<file path="config.mk">
export PLATFORM = sky130hd
export DESIGN_NAME = sensor_matrix_ema_tracker_top
export DESIGN_NICKNAME = d
export VERILOG_FILES = /design/src/rtl/smet_pkg.sv /design/src/rtl/sensor_matrix_ema_tracker_top.sv
export SDC_FILE = /design/constraint.sdc
export NUM_CORES = 2
export LEC_CHECK = 0
export BUFFER_PORTS_ARGS = -buffer_cell sky130_fd_sc_hd__buf_4
export CORE_MARGIN = 2
export CORE_UTILIZATION = 30
export CTS_BUF_LIST = sky130_fd_sc_hd__clkbuf_4 sky130_fd_sc_hd__clkbuf_8 sky130_fd_sc_hd__clkbuf_16
export DETAILED_ROUTE_END_ITERATION = 7
export GPL_TIMING_DRIVEN = 0
export PLACE_DENSITY = 0.48
export SYNTH_ARGS = -nofsm -noshare
export SYNTH_HDL_FRONTEND = slang
export SYNTH_SLANG_ARGS = --single-unit
</file>
<file path="constraint.sdc">
create_clock -name i_clk -period 27.8 [get_ports i_clk]
set_clock_uncertainty 0.05 [all_clocks]
set_input_delay 2.78 -clock i_clk [delete_from_list [all_inputs] [get_ports i_clk]]
set_output_delay 2.78 -clock i_clk [all_outputs]
set_load 0.005 [all_outputs]
</file>
<file path="src/rtl/smet_pkg.sv">
`timescale 1ns / 1ps
// Shared constants, codes and types for the sensor grid EMA tracker.
// No dependencies; imported by sensor_matrix_ema_tracker_top.
package smet_pkg;

    // Grid geometry and charge-time full scale
    localparam int GRID_ROWS     = 5;
    localparam int GRID_COLS     = 5;
    localparam int FULL_SCALE_US = 2000;

    localparam int CELLS  = GRID_ROWS * GRID_COLS;
    localparam int CELL_W = (CELLS > 1) ? $clog2(CELLS) : 1;

    // Field widths
    localparam int POS_W   = 3;
    localparam int LEVEL_W = 16;
    localparam int GAIN_W  = 16;
    localparam int TIME_W  = 16;

    localparam logic [POS_W-1:0]  LAST_ROW = POS_W'(GRID_ROWS - 1);
    localparam logic [POS_W-1:0]  LAST_COL = POS_W'(GRID_COLS - 1);
    localparam logic [CELL_W-1:0] LAST_CELL = CELL_W'(CELLS - 1);
    localparam logic [TIME_W-1:0] TIME_MAX = TIME_W'(FULL_SCALE_US);

    // Scaling t*32768/FULL_SCALE_US by reciprocal: q = (t * RECIP) >> (SHIFT - 15),
    // off by at most one below, fixed by one remainder compare.
    localparam int          RECIP_SHIFT = 31;
    localparam logic [31:0] DIV_RECIP   = 32'((64'd1 << RECIP_SHIFT) / FULL_SCALE_US);
    localparam int          QPROD_W     = TIME_W + 32;
    localparam int          QEST_W      = 17;
    localparam int          REM_W       = 34;

    // Register reset values (Q0.16)
    localparam logic [GAIN_W-1:0] RESET_SMOOTH_GAIN = 16'd11796;
    localparam logic [GAIN_W-1:0] RESET_BASE_GAIN   = 16'd66;

    // Item actions; the unused code behaves as a read
    typedef enum logic [1:0] {
        ACT_SAMPLE    = 2'd0,
        ACT_CALIBRATE = 2'd1,
        ACT_READ      = 2'd2
    } t_action;

    // Configuration register indexes
    typedef enum logic {
        CFG_SMOOTH_GAIN = 1'b0,
        CFG_BASE_GAIN   = 1'b1
    } t_cfg_index;

    // Sequencer states
    typedef enum logic [2:0] {
        S_IDLE,
        S_FETCH,
        S_CORR,
        S_EMA,
        S_WRITE,
        S_REPORT,
        S_CAL_RD,
        S_CAL_WR
    } t_state;

    // Row-major cell address
    function automatic logic [CELL_W-1:0] cell_index(input logic [POS_W-1:0] row,
                                                     input logic [POS_W-1:0] col);
        return CELL_W'(int'(row) * GRID_COLS + int'(col));
    endfunction

endpackage

</file>
<file path="src/rtl/sensor_matrix_ema_tracker_top.sv">
`timescale 1ns / 1ps
// Sensor grid EMA tracker: per-cell raw, smoothed and baseline levels kept
// in three RAMs with a registered read, driven by a read-modify-write sequencer.
// Depends on smet_pkg.
//
// Usage:
//   Input channel (i_valid / o_stall) takes one action per transfer: sample the
//   current scan cell, calibrate all cells, or read one cell. Every item gives
//   exactly one result on the output channel (o_valid / i_stall).
//   Steps per item, in order:
//     sample    RAM read, reciprocal scale, remainder fix, gain multiply,
//               write back
//     read      RAM read and report
//     calibrate sweep of one RAM read and one write per cell
//   One item is in work at a time; o_stall is low only in the idle state out of
//   reset, so a new item is taken while a finished result still waits in the
//   output register.
//   If the receiver stalls, the result holds and the sequencer waits before its
//   write back until the output register is free.
//   Reset (i_rst_n low, synchronous) clears the per-cell valid bits, so every cell
//   reads as zero, returns the scan position to row 0 column 0 and loads the
//   default gains. No RAM clearing pass is needed. The user writes gains through
//   i_cfg_wr_en / i_cfg_index / i_cfg_wdata only while idle; no check enforces it.
module sensor_matrix_ema_tracker_top (
    input  logic                          i_clk,
    input  logic                          i_rst_n,
    // configuration write port
    input  logic                          i_cfg_wr_en,
    input  logic                          i_cfg_index,
    input  logic [smet_pkg::GAIN_W-1:0]   i_cfg_wdata,
    // input channel
    input  logic                          i_valid,
    output logic                          o_stall,
    input  logic [1:0]                    i_action,
    input  logic [smet_pkg::TIME_W-1:0]   i_charge_time,
    input  logic [smet_pkg::POS_W-1:0]    i_read_row,
    input  logic [smet_pkg::POS_W-1:0]    i_read_col,
    // output channel
    output logic                          o_valid,
    input  logic                          i_stall,
    output logic [smet_pkg::POS_W-1:0]    o_cell_row,
    output logic [smet_pkg::POS_W-1:0]    o_cell_col,
    output logic [smet_pkg::LEVEL_W-1:0]  o_raw_level,
    output logic [smet_pkg::LEVEL_W-1:0]  o_smoothed_level,
    output logic [smet_pkg::LEVEL_W-1:0]  o_baseline_level
);
    import smet_pkg::*;

    // Sequencer and control
    t_state              r_state, n_state;
    t_action             r_action;
    logic [POS_W-1:0]    r_scan_row, r_scan_col;
    logic [POS_W-1:0]    r_row, r_col;
    logic [CELL_W-1:0]   r_addr;
    logic [CELL_W-1:0]   r_sweep;
    logic [GAIN_W-1:0]   r_smooth_gain, r_base_gain;
    logic                in_xfer, out_free;

    // Arithmetic pipeline registers
    logic [TIME_W-1:0]         r_time;
    logic [QPROD_W-1:0]        r_qprod;
    logic [LEVEL_W-1:0]        r_v;
    logic signed [33:0]        r_prod_s, r_prod_b;

    // RAMs, read data and valid bits
    logic [LEVEL_W-1:0]  raw_mem    [CELLS];
    logic [LEVEL_W-1:0]  smooth_mem [CELLS];
    logic [LEVEL_W-1:0]  base_mem   [CELLS];
    logic [LEVEL_W-1:0]  r_rd_raw, r_rd_smooth, r_rd_base;
    logic                r_rd_vld;
    logic [CELLS-1:0]    r_cell_vld;

    logic                rd_en, wr_sample, wr_cal;
    logic [CELL_W-1:0]   rd_addr, wr_addr;
    logic [LEVEL_W-1:0]  rd_raw, rd_smooth, rd_base;

    // Output register
    logic                r_out_valid;
    logic [POS_W-1:0]    r_out_row, r_out_col;
    logic [LEVEL_W-1:0]  r_out_raw, r_out_smooth, r_out_base;
    logic                out_load;
    logic [LEVEL_W-1:0]  out_raw, out_smooth, out_base;

    // Arithmetic nets
    logic [QEST_W-1:0]   q_est;
    logic [REM_W-1:0]    div_rem;
    logic [LEVEL_W-1:0]  q_fixed;
    logic signed [16:0]  diff_s, diff_b;
    logic [17:0]         sum_s, sum_b;
    logic [LEVEL_W-1:0]  new_smooth, new_base;
    logic [TIME_W-1:0]   time_clamped;
    logic [POS_W-1:0]    rd_row_sat, rd_col_sat;

    assign in_xfer  = i_valid && !o_stall;
    assign out_free = !r_out_valid || !i_stall;

    // Next state and RAM controls
    always_comb begin
        n_state   = r_state;
        rd_en     = 1'b0;
        wr_sample = 1'b0;
        wr_cal    = 1'b0;
        out_load  = 1'b0;
        rd_addr   = r_addr;
        wr_addr   = r_addr;
        o_stall   = (r_state != S_IDLE) || !i_rst_n;
        case (r_state)
            S_IDLE: begin
                if (i_valid) begin
                    case (i_action)
                        ACT_SAMPLE:    n_state = S_FETCH;
                        ACT_CALIBRATE: n_state = S_CAL_RD;
                        default:       n_state = S_FETCH;
                    endcase
                end
            end
            S_FETCH: begin
                rd_en   = 1'b1;
                n_state = (r_action == ACT_SAMPLE) ? S_CORR : S_REPORT;
            end
            S_CORR: begin
                n_state = S_EMA;
            end
            S_EMA: begin
                n_state = S_WRITE;
            end
            S_WRITE: begin
                if (out_free) begin
                    wr_sample = 1'b1;
                    out_load  = 1'b1;
                    n_state   = S_IDLE;
                end
            end
            S_REPORT: begin
                if (out_free) begin
                    out_load = 1'b1;
                    n_state  = S_IDLE;
                end
            end
            S_CAL_RD: begin
                rd_en   = 1'b1;
                rd_addr = r_sweep;
                n_state = S_CAL_WR;
            end
            S_CAL_WR: begin
                wr_cal  = 1'b1;
                wr_addr = r_sweep;
                n_state = (r_sweep == LAST_CELL) ? S_FETCH : S_CAL_RD;
            end
            default: begin
                n_state = S_IDLE;
            end
        endcase
    end

    always_ff @(posedge i_clk) begin
        if (!i_rst_n) begin
            r_state <= S_IDLE;
        end else begin
            r_state <= n_state;
        end
    end

    // Configuration registers
    always_ff @(posedge i_clk) begin
        if (!i_rst_n) begin
            r_smooth_gain <= RESET_SMOOTH_GAIN;
            r_base_gain   <= RESET_BASE_GAIN;
        end else if (i_cfg_wr_en) begin
            case (t_cfg_index'(i_cfg_index))
                CFG_SMOOTH_GAIN: r_smooth_gain <= i_cfg_wdata;
                CFG_BASE_GAIN:   r_base_gain   <= i_cfg_wdata;
                default:         r_base_gain   <= r_base_gain;
            endcase
        end
    end

    // Input capture: clamp time, saturate read coordinates
    assign time_clamped = (i_charge_time > TIME_MAX) ? TIME_MAX : i_charge_time;
    assign rd_row_sat   = (i_read_row > LAST_ROW) ? LAST_ROW : i_read_row;
    assign rd_col_sat   = (i_read_col > LAST_COL) ? LAST_COL : i_read_col;

    always_ff @(posedge i_clk) begin
        if (in_xfer) begin
            r_time <= time_clamped;
            case (i_action)
                ACT_SAMPLE: begin
                    r_action <= ACT_SAMPLE;
                    r_row    <= r_scan_row;
                    r_col    <= r_scan_col;
                    r_addr   <= cell_index(r_scan_row, r_scan_col);
                end
                ACT_CALIBRATE: begin
                    r_action <= ACT_CALIBRATE;
                    r_row    <= r_scan_row;
                    r_col    <= r_scan_col;
                    r_addr   <= cell_index(r_scan_row, r_scan_col);
                end
                default: begin
                    r_action <= ACT_READ;
                    r_row    <= rd_row_sat;
                    r_col    <= rd_col_sat;
                    r_addr   <= cell_index(rd_row_sat, rd_col_sat);
                end
            endcase
        end
    end

    // Calibration sweep counter
    always_ff @(posedge i_clk) begin
        if (in_xfer) begin
            r_sweep <= '0;
        end else if (wr_cal && (r_sweep != LAST_CELL)) begin
            r_sweep <= r_sweep + 1'b1;
        end
    end

    // Scan position: column first, wraps at the grid end
    always_ff @(posedge i_clk) begin
        if (!i_rst_n) begin
            r_scan_row <= '0;
            r_scan_col <= '0;
        end else if (wr_sample) begin
            if (r_scan_col == LAST_COL) begin
                r_scan_col <= '0;
                r_scan_row <= (r_scan_row == LAST_ROW) ? '0 : r_scan_row + 1'b1;
            end else begin
                r_scan_col <= r_scan_col + 1'b1;
            end
        end
    end

    // Scale: reciprocal product, then one remainder correction
    assign q_est   = QEST_W'(r_qprod >> (RECIP_SHIFT - 15));
    assign div_rem = REM_W'({r_time, 15'b0}) - (REM_W'(q_est) * REM_W'(FULL_SCALE_US));
    assign q_fixed = (div_rem >= REM_W'(FULL_SCALE_US)) ? LEVEL_W'(q_est + 1'b1)
                                                        : LEVEL_W'(q_est);

    always_ff @(posedge i_clk) begin
        if (r_state == S_FETCH) begin
            r_qprod <= QPROD_W'(r_time) * QPROD_W'(DIV_RECIP);
        end
        if (r_state == S_CORR) begin
            r_v <= q_fixed;
        end
    end

    // Cells never written since reset read as zero
    assign rd_raw    = r_rd_vld ? r_rd_raw    : '0;
    assign rd_smooth = r_rd_vld ? r_rd_smooth : '0;
    assign rd_base   = r_rd_vld ? r_rd_base   : '0;

    // EMA step: gain times signed difference, floor by arithmetic shift
    assign diff_s = $signed({1'b0, r_v}) - $signed({1'b0, rd_smooth});
    assign diff_b = $signed({1'b0, r_v}) - $signed({1'b0, rd_base});

    always_ff @(posedge i_clk) begin
        if (r_state == S_EMA) begin
            r_prod_s <= $signed({1'b0, r_smooth_gain}) * diff_s;
            r_prod_b <= $signed({1'b0, r_base_gain}) * diff_b;
        end
    end

    assign sum_s      = {2'b00, rd_smooth} + 18'(r_prod_s[33:16]);
    assign sum_b      = {2'b00, rd_base} + 18'(r_prod_b[33:16]);
    assign new_smooth = sum_s[LEVEL_W-1:0];
    assign new_base   = sum_b[LEVEL_W-1:0];

    // RAMs: one write and one registered read per cycle; the sequencer
    // never overlaps a read and a write of the same cell.
    always_ff @(posedge i_clk) begin
        if (wr_sample) begin
            raw_mem[wr_addr] <= r_v;
        end
        if (rd_en) begin
            r_rd_raw <= raw_mem[rd_addr];
        end
    end

    always_ff @(posedge i_clk) begin
        if (wr_sample) begin
            smooth_mem[wr_addr] <= new_smooth;
        end else if (wr_cal) begin
            smooth_mem[wr_addr] <= '0;
        end
        if (rd_en) begin
            r_rd_smooth <= smooth_mem[rd_addr];
        end
    end

    always_ff @(posedge i_clk) begin
        if (wr_sample) begin
            base_mem[wr_addr] <= new_base;
        end else if (wr_cal) begin
            base_mem[wr_addr] <= rd_raw;
        end
        if (rd_en) begin
            r_rd_base <= base_mem[rd_addr];
        end
    end

    // Valid bits per cell; a calibrated but never sampled cell stays all zero
    always_ff @(posedge i_clk) begin
        if (!i_rst_n) begin
            r_cell_vld <= '0;
            r_rd_vld   <= 1'b0;
        end else begin
            if (wr_sample) begin
                r_cell_vld[wr_addr] <= 1'b1;
            end
            if (rd_en) begin
                r_rd_vld <= r_cell_vld[rd_addr];
            end
        end
    end

    // Result selection: sample reports fresh values, others the stored cell
    assign out_raw    = (r_state == S_WRITE) ? r_v        : rd_raw;
    assign out_smooth = (r_state == S_WRITE) ? new_smooth : rd_smooth;
    assign out_base   = (r_state == S_WRITE) ? new_base   : rd_base;

    // Output register
    always_ff @(posedge i_clk) begin
        if (!i_rst_n) begin
            r_out_valid <= 1'b0;
        end else if (out_load) begin
            r_out_valid <= 1'b1;
        end else if (!i_stall) begin
            r_out_valid <= 1'b0;
        end
    end

    always_ff @(posedge i_clk) begin
        if (out_load) begin
            r_out_row    <= r_row;
            r_out_col    <= r_col;
            r_out_raw    <= out_raw;
            r_out_smooth <= out_smooth;
            r_out_base   <= out_base;
        end
    end

    assign o_valid          = r_out_valid;
    assign o_cell_row       = r_out_row;
    assign o_cell_col       = r_out_col;
    assign o_raw_level      = r_out_raw;
    assign o_smoothed_level = r_out_smooth;
    assign o_baseline_level = r_out_base;

endmodule

</file>
# After elaboration in Yosys (flattened, before gate mapping)
# Memories as Yosys holds them, arrays and structs flattened. A register that Yosys moved wholly into a read port is not among the register bits.
# Index checks and enable logic that the tools add are counted.
# classes
addsub	11
mul	6
magnitude_cmp	7
eq_ne	15
mux	41
n_bitwise	4
reduce_logical	20
# ops
op	count
2-to-1 mux 16 bit	9
multiplier 17 x 17 -> 32 bit	2
greater-or-equal comparator 34 x 11 -> 1 bit, second input constant	1
subtractor 16 x 16 -> 17 bit	2
multiplier 16 x 21 -> 33 bit, second input constant	1
2-to-1 mux 3 bit	11
adder 16 bit	2
subtractor 31 x 28 -> 32 bit	1
bitwise OR 25 bit	1
multiplier 17 x 7 -> 24 bit, second input constant	1
case mux 3 bit (7 select lines)	1
== test 3 bit, second input constant	6
adder 16 x 1 -> 16 bit, second input constant	1
greater-than comparator 16 x 11 -> 1 bit, second input constant	1
2-to-1 mux 5 bit	3
2-to-1 mux 1 bit	14
less-than comparator 5 x 6 -> 1 bit, second input constant	2
adder 5 x 3 -> 5 bit	2
multiplier 3 x 3 -> 5 bit, second input constant	2
AND reduction 2 bit	4
adder 3 x 1 -> 3 bit, second input constant	2
== test 3 x 2 -> 1 bit, second input constant	2
greater-than comparator 3 bit, second input constant	2
OR reduction 2 bit	3
other kinds (19)	28
# totals
reg_bits	269
mem_bits_rw	1200
out_inout_bits	56
n_memories	3
# mem_list
memory	depth	word_bits	rd	rd_clocked_by_memory_dff	write_ports	line	text
base_mem	25	16	1	1	1	sensor_matrix_ema_tracker_top.sv:68	logic [LEVEL_W-1:0] base_mem [CELLS];
raw_mem	25	16	1	1	1	sensor_matrix_ema_tracker_top.sv:66	logic [LEVEL_W-1:0] raw_mem [CELLS];
smooth_mem	25	16	1	1	1	sensor_matrix_ema_tracker_top.sv:67	logic [LEVEL_W-1:0] smooth_mem [CELLS];

# Longest topological paths before layout
# logic_depth
word_depth	7
depth_mapped	39
depth_no_buf	36

# Worst setup path after synthesis
# OpenSTA, ideal clock, no wires.
# synth_timing
path_type	register -> register
startpoint	register r_rd_vld
endpoint	register r_prod_s[31], data pin
setup_time_ps	269
arrival_time_ps	8934
required_ps	27481
setup_slack_ps	18547
path_stages_with_launch	34
path_buffers	2
period_less_slack_ps	9253
path_cell_list	dfxtp_1 -> clkbuf_1 -> clkbuf_1 -> nand2_1 -> ha_1 -> nor2b_1 -> o21ai_0 -> a21boi_0 -> o21ai_0 -> a21boi_0 -> o21a_1 -> nor2_1 -> o211a_1 -> nor4_2 -> nor2_1 -> o311ai_0 -> fa_1 -> fa_1 -> fa_1 -> fa_1 -> fa_1 -> inv_1 -> fa_1 -> inv_1 -> ha_1 -> nand3_1 -> o21ai_0 -> a211oi_1 -> o311ai_0 -> nand4_1 -> a21boi_0 -> o41ai_1 -> o21bai_1 -> xor3_1
# synth_between
elab_chain_len	3
# synth_rtl
item	line	text
start: declaration	sensor_matrix_ema_tracker_top.sv:70	logic r_rd_vld;
start signal: assignment	sensor_matrix_ema_tracker_top.sv:312	r_rd_vld <= r_cell_vld[rd_addr];
2-to-1 mux 16 bit	sensor_matrix_ema_tracker_top.sv:250	assign rd_smooth = r_rd_vld ? r_rd_smooth : '0;
subtractor 16 x 16 -> 17 bit	sensor_matrix_ema_tracker_top.sv:254	assign diff_s = $signed({1'b0, r_v}) - $signed({1'b0, rd_smooth});
multiplier 17 x 17 -> 32 bit	sensor_matrix_ema_tracker_top.sv:259	r_prod_s <= $signed({1'b0, r_smooth_gain}) * diff_s;
end signal: assignment	sensor_matrix_ema_tracker_top.sv:259	
end: declaration	sensor_matrix_ema_tracker_top.sv:63	logic signed [33:0] r_prod_s, r_prod_b;
# Every way passes these cells.
# A chain may end at the register's enable or synchronous reset.

# Worst setup path in the final report
# Same ends and word-level chain as after synthesis.

==> results.rst <==
.. list-table::
   :header-rows: 1

   * - Metric
     - Value
   * - Startpoint type of the worst setup path
     - flop
   * - Clock root buffer master
     - clkbuf_16
   * - Most crowded layer after global routing
     - met2
   * - Number of standard-cell rows in the floorplan
     - 197
   * - Setup_tns
     - 0 ps
   * - Final hold violation count
     - 0
   * - Clk slew on worst S/H paths
     - 60 ps
   * - Number of antenna-violating nets in the routed design
     - 0
   * - Count of instances resized after the clock tree is built
     - 0
   * - Post-detailed-placement half-perimeter wirelength
     - 201800 µm
   * - Warning count from the yosys run
     - 0
   * - Flip-flop cell with the highest count after synthesis
     - edfxtp_1
   * - DRC errors left
     - 0
   * - Ports placed on the boundary
     - 102
   * - Tcrit/Tclk final
     - 0.4518
   * - Data required time at the worst endpoint
     - 28280 ps
   * - Vias in the first global route
     - 57980
   * - Routed len/inst
     - 23.30 µm
   * - Number of distinct library cells after synthesis
     - 80
   * - Core outline area
     - 0.2874 mm²
   * - Result of the run
     - complete, no violations
   * - Wire length of the first global-routing pass
     - 391800 µm
   * - Netlist Area Pre-Place
     - 0.08642 mm²
   * - Post-CTS setup buffer count
     - 0
   * - TritonCTS buffer count
     - 159
   * - Crit path max-delay cell type
     - nor4_2
   * - Sequential area share after synthesis
     - 0.5020
   * - Post-synthesis sequential element count
     - 1469
   * - Max Fclk
     - 79.62 MHz
   * - All-Layer GR Usage
     - 0.1801
   * - Height of the chip
     - 540.7 µm
   * - Final slew viol count
     - 0
   * - Worst path arrival time
     - 13040 ps
   * - CTS Buffer Depth
     - 3
   * - Synthesis-to-layout area growth
     - 15.09%
   * - Mapped Cells
     - 7036
   * - Total wirelength of the detailed-routed design
     - 263500 µm
   * - Number of failing setup endpoints in the final timing report
     - 0
   * - Fraction of synthesis flops using an asynchronous set or reset pin
     - 0
   * - Post-synth EDFFs
     - 1396
   * - Mean post-synth cell area
     - 12.28 µm²
   * - Worst min-delay path class
     - reg -> reg
   * - Clock latency reported for the late side of the worst-skew pair
     - 810 ps
   * - Total number of H-tree levels
     - 4
   * - Setup CP Type
     - reg -> reg
   * - Layout cells sized above 1
     - 0.1093
   * - Critical Path Max Stage Delay
     - 910 ps
   * - Number of hold buffers added after cts
     - 0
   * - Slew at the pin with the worst max-slew slack
     - 1470 ps
   * - Met1 Track Usage GR
     - 0.2382
   * - Routed vias
     - 55900
   * - Violation count after the first detailed-route iteration
     - 4445
   * - Total iterations of the first detailed-routing run
     - 6
   * - RSZ-0062 raised after global routing
     - no
   * - Detail-routed via count per cell
     - 4.942
   * - Commonest cells after routing, fill and taps aside
     - edfxtp_1, nand2_1, inv_1, fa_1, ha_1
   * - Count of clock tree sinks
     - 1469
   * - Cell area after layout
     - 0.09946 mm²
   * - CTS tree
     - built
   * - Global-route track usage on met3
     - 0.02039
   * - Met2 global-route usage
     - 0.3103
   * - CP max FO
     - 10
   * - Pin count of the biggest net entering global routing
     - 29
   * - Number of antenna violations at the first check in global routing
     - 9
   * - Number of nets in the layout
     - 8506
   * - Setup crit end kind
     - flop
   * - Initial Utilization
     - 0.3007
   * - Max Cap Violations
     - 0
   * - Total Die Area
     - 0.2924 mm²
   * - Remaining Overflow, GRT
     - 0
   * - Dominant cell type by count on the critical path
     - fa_1
   * - Minimum clock period
     - 12560 ps
   * - Width of the chip
     - 540.7 µm
   * - Final weighted congestion in routability-driven placement
     - 0.8828
   * - Filler cells
     - 28180
   * - Post-DP Area
     - 0.09413 mm²
   * - Most common cell after layout, fill and taps aside
     - edfxtp_1
   * - Quantity of I/O buffers inserted on ports
     - 99
   * - Reg-to-reg slack, setup
     - 15240 ps
   * - Relative slew slack
     - 0.01975
## layer usage
metal	wire length [µm]	share of wire
met4	7373	0.028
met2	130400	0.49
met3	11000	0.042
met5	0	0
met1	114700	0.44
## state kept, by name, summed over array words and instances, names as in the netlist, 17 cells and up
register,count
r_qprod,17
smooth_mem,400
base_mem,400
r_cell_vld,25
raw_mem,400
## cell type report
cell class              instances  area, µm²  area share
diodes                          5      12.51   0.0001258
inverters                     784       2943     0.02959
repair buffers                198       2779     0.02794
clock buffers                 209       4390     0.04414
multi-input cells            4423      39110      0.3932
well taps                    3781       4731     0.04756
clock inverters                77      738.2    0.007422
flip-flops and latches       1469      43380      0.4362
plain buffers                 364       1379     0.01386
## cell families after synthesis
| group | share of synthesized area |
|---|---|
| compound gates | 0.05760 |
| xor+xnor | 0.01462 |
| fa+ha+maj | 0.2004 |
| buf+inv | 0.04995 |
| flops | 0.5020 |
| mux | 0.05393 |
| other cells | 0.00004339 |
| simple gates | 0.1215 |
## path summary, 6_finish.rpt
check	start	depth (start not counted)	to
setup / recovery	r_rd_vld$_SDFFE_PN0P_	36	r_prod_s[31]$_DFFE_PP_
hold / removal	r_col[1]$_DFFE_PP_	0	o_cell_col[1]$_DFFE_PP_
setup reg to reg	r_rd_vld$_SDFFE_PN0P_	36	r_prod_s[31]$_DFFE_PP_
hold reg to reg	r_col[1]$_DFFE_PP_	0	o_cell_col[1]$_DFFE_PP_
## Yosys cell counts, drive strengths merged (42+ instances only)
library cell / number / area share
nor2b: 100 / 0.0072
a21oi: 80 / 0.0046
nor3: 57 / 0.0033
buf: 64 / 0.0029
xnor2: 98 / 0.0099
o21a: 46 / 0.0040
and3: 78 / 0.0056
a311o: 48 / 0.0056
dfxtp: 73 / 0.017
inv: 783 / 0.034
and2: 169 / 0.012
clkbuf: 300 / 0.013
nand2: 1133 / 0.049
ha: 523 / 0.076
mux4: 198 / 0.052
nor2: 205 / 0.0089
nand3: 340 / 0.020
a311oi: 63 / 0.0064
a21boi: 42 / 0.0036
fa: 538 / 0.12
o21ai: 229 / 0.013
edfxtp: 1396 / 0.49
## critical path: cells and delay by family (launching register included)
| kind | cells | cell delay, ps |
|---|---|---|
| AOI/OAI and AO/OA | 14 | 4320 |
| DFF | 1 | 310 |
| buffers and inverters | 6 | 1510 |
| adders and majority gates | 8 | 3560 |
| and+or+nand+nor | 7 | 2090 |
| xor gates and xnor gates | 1 | 430 |
## metrics by stage
step                        util  worst slack (ps)  instances  hold slack, ps
after CTS                 0.3453             15160      11300           367.2
after detailed placement  0.3275             15250      11010           358.2
after floorplan                -             18550       7040           350.3
after global placement    0.3198             15370      10920           352.1
final                     0.3461             15240      11310           370.5
after global routing      0.3460             14550      11310           374.4
Power is not shown: default switching activity piles up to over one toggle a cycle in this logic, so the estimate is an artifact.
